[src/rtl/uglr_pkg.sv]
// shared types and constants of the uniform grid linear resampler
package uglr_pkg;

  // channel and field geometry
  localparam int NUM_CH   = 6;
  localparam int CH_W     = 3;
  localparam int DATA_W   = 32;
  localparam int TDATA_W  = DATA_W * (NUM_CH + 1);
  localparam int STEP_W   = 20;
  localparam int GRID_W   = 33;
  localparam logic [CH_W-1:0]   LAST_CH    = CH_W'(NUM_CH - 1);
  localparam logic [STEP_W-1:0] STEP_RESET = 20'd10000;

  // shared divider geometry
  localparam int DIVIDEND_W = 64;
  localparam int DIVISOR_W  = 32;
  localparam int DIV_CNT_W  = 7;

  // sequencer states
  typedef enum logic [8:0] {
    S_IDLE       = 9'b000000001,
    S_GRID_START = 9'b000000010,
    S_GRID_WAIT  = 9'b000000100,
    S_CH_DIFF    = 9'b000001000,
    S_CH_MUL     = 9'b000010000,
    S_CH_START   = 9'b000100000,
    S_CH_WAIT    = 9'b001000000,
    S_PT_UPD     = 9'b010000000,
    S_PT_OUT     = 9'b100000000
  } state_e;

  // divider request and response
  typedef struct packed {
    logic                  start;
    logic [DIVIDEND_W-1:0] dividend;
    logic [DIVISOR_W-1:0]  divisor;
  } div_req_t;

  typedef struct packed {
    logic                  busy;
    logic                  done;
    logic [DIVIDEND_W-1:0] quotient;
    logic [DIVISOR_W-1:0]  remainder;
  } div_rsp_t;

endpackage

[src/rtl/uglr_divider.sv]
// radix-2 restoring unsigned divider, one quotient bit per cycle
module uglr_divider (
  input  logic                clk_i,
  input  logic                rst_ni,
  input  uglr_pkg::div_req_t  req_i,
  output uglr_pkg::div_rsp_t  rsp_o
);
  import uglr_pkg::*;

  logic                  busy_q, done_q;
  logic [DIV_CNT_W-1:0]  cnt_q;
  logic [DIVIDEND_W-1:0] quo_q;
  logic [DIVISOR_W-1:0]  rem_q, dvs_q;

  logic [DIVISOR_W:0]    shifted;
  logic                  fits;
  logic [DIVISOR_W:0]    reduced;

  // one restoring step
  always_comb begin
    shifted = {rem_q, quo_q[DIVIDEND_W-1]};
    fits    = shifted >= {1'b0, dvs_q};
    reduced = shifted - {1'b0, dvs_q};
  end

  // control
  always_ff @(posedge clk_i or negedge rst_ni) begin
    if (!rst_ni) begin
      busy_q <= 1'b0;
      done_q <= 1'b0;
      cnt_q  <= '0;
    end else begin
      done_q <= 1'b0;
      if (req_i.start) begin
        busy_q <= 1'b1;
        cnt_q  <= DIV_CNT_W'(DIVIDEND_W);
      end else if (busy_q) begin
        cnt_q <= cnt_q - DIV_CNT_W'(1);
        if (cnt_q == DIV_CNT_W'(1)) begin
          busy_q <= 1'b0;
          done_q <= 1'b1;
        end
      end
    end
  end

  // datapath
  always_ff @(posedge clk_i) begin
    if (req_i.start) begin
      quo_q <= req_i.dividend;
      dvs_q <= req_i.divisor;
      rem_q <= '0;
    end else if (busy_q) begin
      quo_q <= {quo_q[DIVIDEND_W-2:0], fits};
      rem_q <= fits ? reduced[DIVISOR_W-1:0] : shifted[DIVISOR_W-1:0];
    end
  end

  assign rsp_o.busy      = busy_q;
  assign rsp_o.done      = done_q;
  assign rsp_o.quotient  = quo_q;
  assign rsp_o.remainder = rem_q;

endmodule

[config.mk]
export PLATFORM = sky130hd
export DESIGN_NAME = uglr_divider
export DESIGN_NICKNAME = d
export VERILOG_FILES = /design/src/rtl/uglr_pkg.sv /design/src/rtl/uglr_divider.sv
export SDC_FILE = /design/constraint.sdc
export NUM_CORES = 1
export LEC_CHECK = 0
export BUFFER_PORTS_ARGS = -buffer_cell sky130_fd_sc_hd__buf_4
export CAP_MARGIN = 25
export CORE_AREA = 2 2 121 123
export CTS_BUF_LIST = sky130_fd_sc_hd__clkbuf_4
export CTS_CLUSTER_DIAMETER = 60
export DETAILED_ROUTE_END_ITERATION = 8
export DIE_AREA = 0 0 123 125
export PLACE_DENSITY = 0.92
export RECOVER_POWER = 50
export REMOVE_ABC_BUFFERS = 1
export SLEW_MARGIN = 20
export SYNTH_ARGS = -nofsm -noshare
export SYNTH_HDL_FRONTEND = slang
export SYNTH_SLANG_ARGS = --single-unit
[constraint.sdc]
create_clock -name clk_i -period 3.1 [get_ports clk_i]
set_input_delay 0.62 -clock clk_i [delete_from_list [all_inputs] [get_ports clk_i]]
set_output_delay 0.62 -clock clk_i [all_outputs]
set_load 0.005 [all_outputs]
=== Word-level counts from Yosys, hierarchy flattened ===
Cells that the tools add are included.
Widths: inputs -> output; s select.

* $lt $le $gt $ge: 1
* Reductions and logical operators: 1
* Mux-type cells: 11
* Equality and inequality tests: 1
* Add/sub/neg operators: 2

{| class="wikitable"
|+ Operator list
! cell !! count
|-
| $mux 64 || 2
|-
| $ge 33x32->1 || 1
|-
| $mux 32 || 1
|-
| $sub 32x32->32 || 1
|-
| $mux 7 || 2
|-
| $eq 7x1->1 const B || 1
|-
| $sub 7x1->7 const B || 1
|-
| $mux 1 || 6
|-
| $reduce_bool 2->1 || 1
|}

* Output and inout port bits: 98
* Flip-flop bits (word level): 137
* Input port bits: 99
* Logic and storage cells: 22

=== Longest topological paths before layout ===
Gate-level depths: netlist (run 1).

* Depth after elaboration: 4
* Gate-level depth with buffers: 12

=== Worst setup path before layout (run 1) ===
No wires, ideal clock.

* Path kind: flip-flop to flip-flop
* From: register quo_q[63]
* To: register rem_q[28]
* Required time: 3.009 ns
* Arrival time: 2.846 ns
* Path slack: 0.163 ns
* Stages on the path, launching flop included: 13
* Period minus slack after synthesis: 2.937 ns
* Cells stage by stage: edfxtp_1 -> inv_1 -> ha_1 -> inv_1 -> fa_1 -> a21oi_1 -> o211ai_1 -> a2111oi_2 -> a31oi_1 -> a31oi_1 -> o221ai_1 -> mux2i_1 -> a311oi_1

* Word-level cells in the longest chain between the ends: 2

{| class="wikitable"
|+ RTL lines
! what !! RTL line !! RTL
|-
| start: declaration || uglr_divider.sv:12 || <nowiki>logic [DIVIDEND_W-1:0] quo_q;</nowiki>
|-
| start signal: assignment || uglr_divider.sv:50 || <nowiki>quo_q <= req_i.dividend;</nowiki>
|-
| start signal: assignment || uglr_divider.sv:54 || <nowiki>quo_q <= {quo_q[DIVIDEND_W-2:0], fits};</nowiki>
|-
| $sub 32x32->32 or $ge 33x32->1 (tied branches) || uglr_divider.sv:23, uglr_divider.sv:22 ||
|-
| $mux 32 * || uglr_divider.sv:55 || <nowiki>rem_q <= fits ? reduced[DIVISOR_W-1:0] : shifted[DIVISOR_W-1:0];</nowiki>
|-
| end signal: assignment || uglr_divider.sv:55 ||
|-
| end: declaration || uglr_divider.sv:13 || <nowiki>logic [DIVISOR_W-1:0] rem_q, dvs_q;</nowiki>
|}

Mark *: on every way between the ends. The rest lies on a longest branch, timed or not.
A chain may end at the register's enable or synchronous reset.

=== Worst setup path in the final report (run 1) ===
* From: register dvs_q[19]
* To: register rem_q[12]

* Word-level cells in the longest chain between the ends: 2

{| class="wikitable"
|+ RTL lines
! what !! RTL line !! RTL
|-
| start: declaration || uglr_divider.sv:13 ||
|-
| start signal: assignment || uglr_divider.sv:51 || <nowiki>dvs_q <= req_i.divisor;</nowiki>
|-
| $ge 33x32->1 || uglr_divider.sv:22 || <nowiki>fits = shifted >= {1'b0, dvs_q};</nowiki>
|-
| $mux 32 || uglr_divider.sv:55 ||
|}

Every way passes these cells.

==> metrics.txt, run 1 <==
# TYPE chip_impl_metric gauge
chip_impl_metric{name="combinationalPowerShare",unit=""} 0.501
chip_impl_metric{name="synth_largest_type_area_fraction",unit=""} 0.377
chip_impl_metric{name="irDropWorstVdd",unit="µV"} 413
chip_impl_info{name="criticalPathCategory",value="reg2reg"} 1
chip_impl_metric{name="synth_area_per_cell",unit="µm²"} 10.9
chip_impl_info{name="failed_checks",value="max-capacitance violations, max-slew violations"} 1
chip_impl_metric{name="post-dp-hpwl",unit="µm"} 14800
chip_impl_metric{name="num_vias",unit=""} 6380
chip_impl_metric{name="final_period_minus_worst_setup_slack",unit="ps"} 3000
chip_impl_info{name="synth_area_leaders",value="sky130_fd_sc_hd__edfxtp_1 (38%), sky130_fd_sc_hd__mux2_2 (9.3%), sky130_fd_sc_hd__dfxtp_1 (8.4%)"} 1
chip_impl_metric{name="coreArea",unit="mm²"} 0.0142
chip_impl_metric{name="path_max_fanout",unit=""} 17
chip_impl_metric{name="synth.yosys.seq_area_share",unit=""} 0.491
chip_impl_metric{name="die_h",unit="µm"} 125
chip_impl_metric{name="wl_met2",unit="µm"} 10600
chip_impl_metric{name="core.rowCount",unit=""} 44
chip_impl_metric{name="final_hold_violation_count",unit=""} 0
chip_impl_metric{name="postRouteWirelength",unit="µm"} 20500
chip_impl_metric{name="gr-usage-all-layers",unit=""} 0.265
chip_impl_metric{name="synth_edf_count",unit=""} 96
chip_impl_metric{name="p_sw_frac",unit=""} 0.402
chip_impl_metric{name="antenna_found_initial",unit=""} 1
chip_impl_info{name="worst_hold_startpoint",value="req_i[20]"} 1
chip_impl_metric{name="finClkSkew",unit="ps"} 24.9
chip_impl_metric{name="gp_routability_congestion",unit=""} 0.892
chip_impl_metric{name="final_layout_size_suffix_gt1_frac",unit=""} 0.396
chip_impl_metric{name="sequentialPowerShare",unit=""} 0.342
chip_impl_metric{name="max_cap_violations",unit=""} 2
chip_impl_metric{name="global_route_wire_length_before_repair",unit="µm"} 31500
chip_impl_metric{name="yosysUniqueCellTypes",unit=""} 72
chip_impl_metric{name="firstDrtPassIters",unit=""} 7
chip_impl_metric{name="required",unit="ps"} 3530
chip_impl_metric{name="pint",unit="µW"} 4720
chip_impl_metric{name="clock.fmax",unit="GHz"} 0.333
chip_impl_metric{name="clk_path_buf_depth",unit=""} 2
chip_impl_metric{name="cts_max_level",unit=""} 4
chip_impl_info{name="result_of_the_run",value="finished, violations left"} 1
chip_impl_metric{name="layout.cell_area.non_filler",unit="mm²"} 0.00992
chip_impl_metric{name="slew-limit-headroom",unit=""} -0.377
chip_impl_info{name="netlist.top_cell.by_area",value="sky130_fd_sc_hd__edfxtp_1"} 1
chip_impl_metric{name="maximum_number_of_pins_on_one_net_before_global_route_repair",unit=""} 83
chip_impl_metric{name="synth.yosys.warnings",unit=""} 0
chip_impl_metric{name="area_growth",unit="%"} 29.8
chip_impl_metric{name="postLayoutSetupSlackWorst",unit="ps"} 98.2
chip_impl_metric{name="final.period_utilization",unit=""} 0.968
chip_impl_metric{name="insertion_delay",unit="ps"} 560
chip_impl_info{name="final_common_cell",value="sky130_fd_sc_hd__buf_4"} 1
chip_impl_metric{name="report.final.setup_viol",unit=""} 0
chip_impl_metric{name="ant_nets",unit=""} 0
chip_impl_metric{name="design.die.area",unit="mm²"} 0.0154
chip_impl_metric{name="power.static_leakage",unit="µW"} 0.00433
chip_impl_info{name="synth_flop_cell",value="sky130_fd_sc_hd__edfxtp_1"} 1
chip_impl_info{name="start_kind",value="flip-flop"} 1
chip_impl_metric{name="start_util",unit=""} 0.538
chip_impl_metric{name="first_global_vias",unit=""} 6210
chip_impl_metric{name="cp_data_arrival_time",unit="ps"} 3430
chip_impl_info{name="timing.hold.worst.class",value="in2reg"} 1
chip_impl_metric{name="post_syn_area",unit="mm²"} 0.00764
chip_impl_metric{name="clock_power_share",unit=""} 0.157
chip_impl_metric{name="ys_async_sr_fraction",unit=""} 0.0657
chip_impl_metric{name="postSynthRegisterBits",unit=""} 137
chip_impl_metric{name="placement.io_buffers",unit=""} 196
chip_impl_metric{name="drt_iter0_markers",unit=""} 517
chip_impl_metric{name="pre_cts_slack",unit="ps"} 15.0
chip_impl_info{name="topmost_layer_with_routed_signal_wires",value="met4"} 1
chip_impl_info{name="critPathCaptureType",value="flip-flop"} 1
chip_impl_metric{name="grt_remaining_overflow",unit=""} 0
chip_impl_metric{name="transition_time_of_the_tightest_slew_check_pin",unit="ps"} 2070
chip_impl_info{name="critical_path.reg2reg.startpoint",value="dvs_q[19]"} 1
chip_impl_metric{name="postSynthCellCount",unit=""} 698
chip_impl_metric{name="drt-wirelength-per-cell",unit="µm"} 18.3
chip_impl_info{name="clockRootBuffer",value="sky130_fd_sc_hd__clkbuf_4"} 1
chip_impl_metric{name="i_o_pin_total",unit=""} 197
chip_impl_metric{name="detail_route.vias_per_cell",unit=""} 5.70
chip_impl_metric{name="clk_pin_slew_worst_paths",unit="ps"} 150
chip_impl_info{name="cp-startpoint",value="dvs_q[19]"} 1
chip_impl_metric{name="wl_met1",unit="µm"} 7460
chip_impl_info{name="layout.cells.most_common_list",value="sky130_fd_sc_hd__buf_4 (199), sky130_fd_sc_hd__edfxtp_1 (96), sky130_fd_sc_hd__nand2_1 (73), sky130_fd_sc_hd__mux2_2 (61), sky130_fd_sc_hd__nor2_1 (57)"} 1
chip_impl_info{name="grt_setup_unrepaired",value="true"} 1
chip_impl_metric{name="remaining_drc_errors",unit=""} 0
chip_impl_metric{name="die_w",unit="µm"} 123
chip_impl_metric{name="met3_length",unit="µm"} 1940
chip_impl_metric{name="sinks_on_the_clock_net",unit=""} 137
chip_impl_info{name="clock_tree_from_tritoncts",value="done"} 1
chip_impl_metric{name="final-max-slew-violation-count",unit=""} 148
chip_impl_metric{name="power-per-cell-area",unit="mW/mm²"} 796
chip_impl_metric{name="tritoncts.num_buffers",unit=""} 17
chip_impl_metric{name="layout.nets",unit=""} 1055
chip_impl_metric{name="placed_cell_area",unit="mm²"} 0.00945
chip_impl_metric{name="p_switching",unit="µW"} 3180
-- registers in the layout, summed over array words and instances (netlist names) --
signal / cells
done_q: 1
busy_q: 1
dvs_q: 32
cnt_q: 7
quo_q: 64
rem_q: 32
-- cell type report --
type / count / area [µm²]
Fill cell: 1048 / 4290
Sequential cell: 137 / 3750
Multi-Input combinational cell: 482 / 3660
Timing Repair Buffer: 237 / 1790
Tap cell: 184 / 230
Clock inverter: 15 / 174
Inverter: 46 / 173
Clock buffer: 17 / 128
Antenna cell: 2 / 5.00
-- worst paths after layout --
kind                       slack [ps]  depth (start not counted)         to
min                               250                          1  dvs_q[20]
min reg2reg                       530                          2  rem_q[30]
max                               100                         11  rem_q[12]
min in group asynchronous         530                          2     done_q
max reg2reg                       100                         11  rem_q[12]
max in group asynchronous        2190                          2     busy_q
-- logic make-up after synthesis --
| kind of cell | share of synthesized area |
|---|---|
| AND/OR/NAND/NOR | 0.130 |
| AO/OA/AOI/OAI | 0.151 |
| adder cells (fa/ha/maj) | 0.0583 |
| XOR/XNOR | 0.0275 |
| multiplexers | 0.0994 |
| flip-flops | 0.491 |
| buffers and inverters | 0.0440 |
-- synth_stat cells (all sizes together) (2+ instances only) --
cell type,n
a2111oi,4
a211oi,6
a21boi,3
a21o,13
a21oi,33
a221o,2
a311oi,29
a31oi,7
and2,4
and3,9
and4,2
buf,14
clkbuf,20
dfrtp,9
dfxtp,32
edfxtp,96
ha,34
inv,45
mux2,63
mux2i,5
nand2,75
nand3,15
nand3b,3
nand4,6
nor2,58
nor2b,2
nor3,14
nor3b,3
nor4,2
nor4b,2
o211ai,4
o21a,6
o21ai,21
o21bai,4
o31ai,3
o41ai,4
or2,2
or3,6
or4,2
xnor2,14
xor2,10
-- timing repair --
action / in CTS / in global routing
buffers inserted: 0 / 8
resized for setup: 1 / 18
pin swaps: 0 / 11
endpoints found under the setup margin: 6 / 26
hold endpoints to repair: 9 / 0
hold buffers: 1 / 0
cloned: 0 / 1
-- stage by stage --
stage | std cells | utilization | total power [µW] | TNS, ps | hold slack [ps]
5_1_grt | 1120 | 0.698 | 8390 | -93.9 | 167
4_1_cts | 1109 | 0.688 | 7610 | 0 | 165
3_5_place_dp | 1076 | 0.665 | 6330 | 0 | 451
6_report | 1120 | 0.698 | 7900 | 0 | 246
2_1_floorplan | 664 | - | 4890 | -51460 | 324
3_3_place_gp | 1076 | 0.665 | 6220 | 0 | 450
-- metal layers --
layer  track usage  vias up
met5             0        -
met4        0.0889        0
met3        0.0999       53
met2         0.456      301
met1         0.301     2986
li1              -     3040
-- critical path: stages, from the launching register on --
cell and delay, ps:
sky130_fd_sc_hd__edfxtp_1 370, sky130_fd_sc_hd__inv_1 50, sky130_fd_sc_hd__ha_1 370, sky130_fd_sc_hd__and3_4 240, sky130_fd_sc_hd__and3_4 180, sky130_fd_sc_hd__a221o_1 370, sky130_fd_sc_hd__a2111oi_4 440, sky130_fd_sc_hd__o31ai_4 190
sky130_fd_sc_hd__buf_12 170, sky130_fd_sc_hd__nand2_8 140, sky130_fd_sc_hd__nand2_1 100, sky130_fd_sc_hd__a311oi_2 250
-- power groups by stage --
| stage | Combinational, µW | Sequential [µW] | Clock (µW) |
|---|---|---|---|
| detailed placement | 3600 | 2730 | 0 |
| global placement | 3510 | 2710 | 0 |
| finish | 3960 | 2700 | 1240 |
| global route | 4290 | 2750 | 1350 |
| CTS | 3650 | 2690 | 1270 |
| floorplan | 2180 | 2710 | 0 |
No activity file was read; power rests on OpenSTA's default activity.
==> run 2, diff against run 1 <==
ABC_AREA = 1   (was not set)
CORE_AREA = 2 2 127 129   (was 2 2 121 123)
DIE_AREA = 0 0 129 131   (was 0 0 123 125)
PLACE_DENSITY = 0.9   (was 0.92)
==> metrics.txt, run 2 <==
# TYPE chip_impl_metric gauge
chip_impl_info{name="result_of_the_run",value="complete, no violations"} 1
chip_impl_info{name="timing.critical_path.slowest_stage_cell",value="sky130_fd_sc_hd__clkbuf_1"} 1
chip_impl_metric{name="i_o_pin_total",unit=""} 197
chip_impl_metric{name="cp_data_arrival_time",unit="ps"} 2850
chip_impl_metric{name="required",unit="ps"} 3420
chip_impl_metric{name="start_util",unit=""} 0.539
chip_impl_metric{name="final.period_utilization",unit=""} 0.816
chip_impl_metric{name="layout.nets",unit=""} 1466
chip_impl_metric{name="finClkSkew",unit="ps"} 30.1
chip_impl_metric{name="fin_setup_tns",unit="ps"} 0
chip_impl_metric{name="final_layout_size_suffix_gt1_frac",unit=""} 0.202
chip_impl_info{name="synth_most_common_cell",value="sky130_fd_sc_hd__nand2_1"} 1
chip_impl_metric{name="remaining_drc_errors",unit=""} 0
chip_impl_info{name="start_kind",value="input port"} 1
chip_impl_info{name="layout.cells.most_common_list",value="sky130_fd_sc_hd__nand2_1 (502), sky130_fd_sc_hd__inv_1 (172), sky130_fd_sc_hd__buf_4 (168), sky130_fd_sc_hd__edfxtp_1 (96), sky130_fd_sc_hd__nand3_1 (81)"} 1
chip_impl_metric{name="power-per-cell-area",unit="mW/mm²"} 745
chip_impl_metric{name="antenna_found_initial",unit=""} 1
chip_impl_metric{name="synth.yosys.warnings",unit=""} 0
chip_impl_metric{name="global_route_wire_length_before_repair",unit="µm"} 36500
chip_impl_metric{name="postSynthRegisterBits",unit=""} 137
chip_impl_metric{name="maximum_number_of_pins_on_one_net_before_global_route_repair",unit=""} 41
chip_impl_metric{name="worst_path_largest_cell_delay",unit="ps"} 1000
chip_impl_metric{name="die_w",unit="µm"} 129
chip_impl_metric{name="path_max_fanout",unit=""} 38
chip_impl_metric{name="hold_depth",unit=""} 1
chip_impl_metric{name="insertion_delay",unit="ps"} 580
chip_impl_info{name="synth_flop_cell",value="sky130_fd_sc_hd__edfxtp_1"} 1
chip_impl_metric{name="die_h",unit="µm"} 131
chip_impl_metric{name="pre_cts_slack",unit="ps"} 631
chip_impl_metric{name="postSynthCellCount",unit=""} 1136
chip_impl_metric{name="irDropWorstVdd",unit="µV"} 273
chip_impl_metric{name="post_syn_area",unit="mm²"} 0.00840
chip_impl_metric{name="area_growth",unit="%"} 22.6
chip_impl_metric{name="post-dp-hpwl",unit="µm"} 18200
chip_impl_metric{name="cts.repair_timing.setup_buffer_count",unit=""} 0
chip_impl_metric{name="grt_remaining_overflow",unit=""} 0
chip_impl_metric{name="cts_max_level",unit=""} 4
chip_impl_metric{name="design.die.area",unit="mm²"} 0.0169
chip_impl_metric{name="final_hold_violation_count",unit=""} 0
chip_impl_metric{name="drt_iter0_markers",unit=""} 494
chip_impl_metric{name="timing.critical_path.buf_inv",unit=""} 3
chip_impl_metric{name="whs",unit="ps"} 229
chip_impl_metric{name="coreArea",unit="mm²"} 0.0156
chip_impl_metric{name="detail_route.vias_per_cell",unit=""} 5.01
chip_impl_metric{name="ys_async_sr_fraction",unit=""} 0.0657
chip_impl_metric{name="gr-usage-all-layers",unit=""} 0.280
chip_impl_metric{name="drt-wirelength-per-cell",unit="µm"} 14.9
chip_impl_info{name="synth_area_leaders",value="sky130_fd_sc_hd__edfxtp_1 (34%), sky130_fd_sc_hd__nand2_1 (22%), sky130_fd_sc_hd__inv_1 (7.7%)"} 1
chip_impl_info{name="timing.hold.worst.class",value="in2reg"} 1
chip_impl_metric{name="sinks_on_the_clock_net",unit=""} 137
chip_impl_info{name="worst_path_dominant_cell_family",value="buffers and inverters"} 1
chip_impl_info{name="netlist.top_cell.by_area",value="sky130_fd_sc_hd__edfxtp_1"} 1
chip_impl_metric{name="synth_largest_type_area_fraction",unit=""} 0.343
chip_impl_metric{name="largest_register_ff_count",unit=""} 64
chip_impl_metric{name="yosysUniqueCellTypes",unit=""} 42
chip_impl_info{name="criticalPathCategory",value="in2reg"} 1
chip_impl_metric{name="core.rowCount",unit=""} 46
chip_impl_metric{name="ant_nets",unit=""} 0
chip_impl_metric{name="tritoncts.num_buffers",unit=""} 17
chip_impl_info{name="top_reg_by_flops",value="quo_q"} 1
chip_impl_metric{name="final_period_minus_worst_setup_slack",unit="ps"} 2530
chip_impl_info{name="critPathCaptureType",value="flip-flop"} 1
chip_impl_info{name="clockRootBuffer",value="sky130_fd_sc_hd__clkbuf_4"} 1
chip_impl_info{name="worstPathCellList",value="clkbuf_1, inv_2, clkbuf_2, nand2_1, nand2_1"} 1
chip_impl_metric{name="postLayoutSetupSlackWorst",unit="ps"} 570
chip_impl_metric{name="synth_edf_count",unit=""} 96
chip_impl_metric{name="placement.io_buffers",unit=""} 196
chip_impl_info{name="largest_registers",value="quo_q x64, dvs_q x32, rem_q x32"} 1
chip_impl_metric{name="postRouteWirelength",unit="µm"} 23300
chip_impl_metric{name="reg2regPathDepth",unit=""} 13
chip_impl_info{name="netlist_top_cells_count",value="sky130_fd_sc_hd__nand2_1 (502), sky130_fd_sc_hd__inv_1 (173), sky130_fd_sc_hd__edfxtp_1 (96)"} 1
chip_impl_metric{name="first_global_vias",unit=""} 7512
chip_impl_metric{name="clk_pin_slew_worst_paths",unit="ps"} 150
chip_impl_metric{name="layout.core_utilization",unit=""} 0.660
chip_impl_metric{name="gp_routability_congestion",unit=""} 0.957
chip_impl_metric{name="transition_time_of_the_tightest_slew_check_pin",unit="ps"} 1420
chip_impl_info{name="clock_tree_from_tritoncts",value="done"} 1
chip_impl_metric{name="firstDrtPassIters",unit=""} 5
chip_impl_info{name="final_common_cell",value="sky130_fd_sc_hd__nand2_1"} 1
chip_impl_metric{name="power.static_leakage",unit="µW"} 0.00560
chip_impl_metric{name="final-max-slew-violation-count",unit=""} 0
chip_impl_metric{name="worst_path_depth",unit=""} 5
chip_impl_metric{name="report.final.setup_viol",unit=""} 0
chip_impl_metric{name="synth_area_per_cell",unit="µm²"} 7.40
chip_impl_metric{name="clk_path_buf_depth",unit=""} 2
chip_impl_info{name="grt_setup_unrepaired",value="false"} 1
chip_impl_info{name="path_common_cell",value="sky130_fd_sc_hd__nand2_1"} 1
chip_impl_metric{name="synth.yosys.seq_area_share",unit=""} 0.446
chip_impl_metric{name="clock.fmax",unit="GHz"} 0.395
chip_impl_metric{name="max_cap_violations",unit=""} 0
chip_impl_metric{name="slew-limit-headroom",unit=""} 0.0540
chip_impl_metric{name="num_vias",unit=""} 7827
==> run 2: cell types whose count changed in the layout (fill, tap and decap cells not counted), sizes merged, moves of 12 or more <==
cell and change:
inv +132, nand3b +12, a21o -13, a311oi -29, nand2 +435, mux2 -63, buf -33, nand3 +70
==> run 2: final timing paths <==
kind	endpoint	from	slack, ps
setup / recovery	quo_q[46]	req_i[96]	570
hold / removal	dvs_q[10]	req_i[10]	230
setup reg to reg	rem_q[3]	dvs_q[22]	580
hold reg to reg	rem_q[20]	rem_q[20]	500
max in group asynchronous	cnt_q[0]	rst_ni	2160
min in group asynchronous	busy_q	rst_ni	530
==> run 2: layout make-up <==
cell class                 count  area (µm²)
clock buffer                  17         128
tap                          216         270
multi-input combinational    785        3790
antenna                        1        2.50
inverter                     183         687
clock inverter                15         130
fill                        1364        5300
sequential                   137        3750
timing repair buffer         208        1540
==> run 2: timing repair <==
item / CTS / global route
gates resized for setup: 0 / 0
hold endpoints to repair: 9 / 0
hold buffers: 1 / 0
==> run 2: cells by family after synthesis <==
group	count (synthesis)	share of synthesized area
and+or+nand+nor	687	0.350
buffers and inverters	214	0.103
DFF	137	0.446
AOI/OAI and AO/OA	48	0.0317
adders and majority gates	35	0.0530
xor gates and xnor gates	15	0.0156
==> run 2: metal layers <==
metal / global-route usage / vias up / routed length [µm]
met2: 0.497 / 282 / 11600
met3: 0.0717 / 40 / 1710
met1: 0.330 / 3572 / 9410
met5: 0 / - / 0
li1: - / 3933 / -
met4: 0.0997 / 0 / 601
==> run 2: metrics by stage <==
| step | instances | total power [µW] | cell area (µm²) |
|---|---|---|---|
| after global routing | 1562 | 8300 | 10300 |
| final | 1562 | 7670 | 10300 |
| after CTS | 1561 | 7680 | 10300 |
| after floorplan | 1105 | 5190 | 8220 |
| after global placement | 1528 | 6450 | 10000 |
| after detailed placement | 1528 | 6540 | 10000 |
==> run 2: power breakdown <==
part           total, µW  internal, µW  switching, µW  leakage (µW)
registers           2600          2320            278       0.00139
logic               3920          1580           2340       0.00407
clock network       1150           348            804      0.000139
total               7670          4250           3430       0.00560
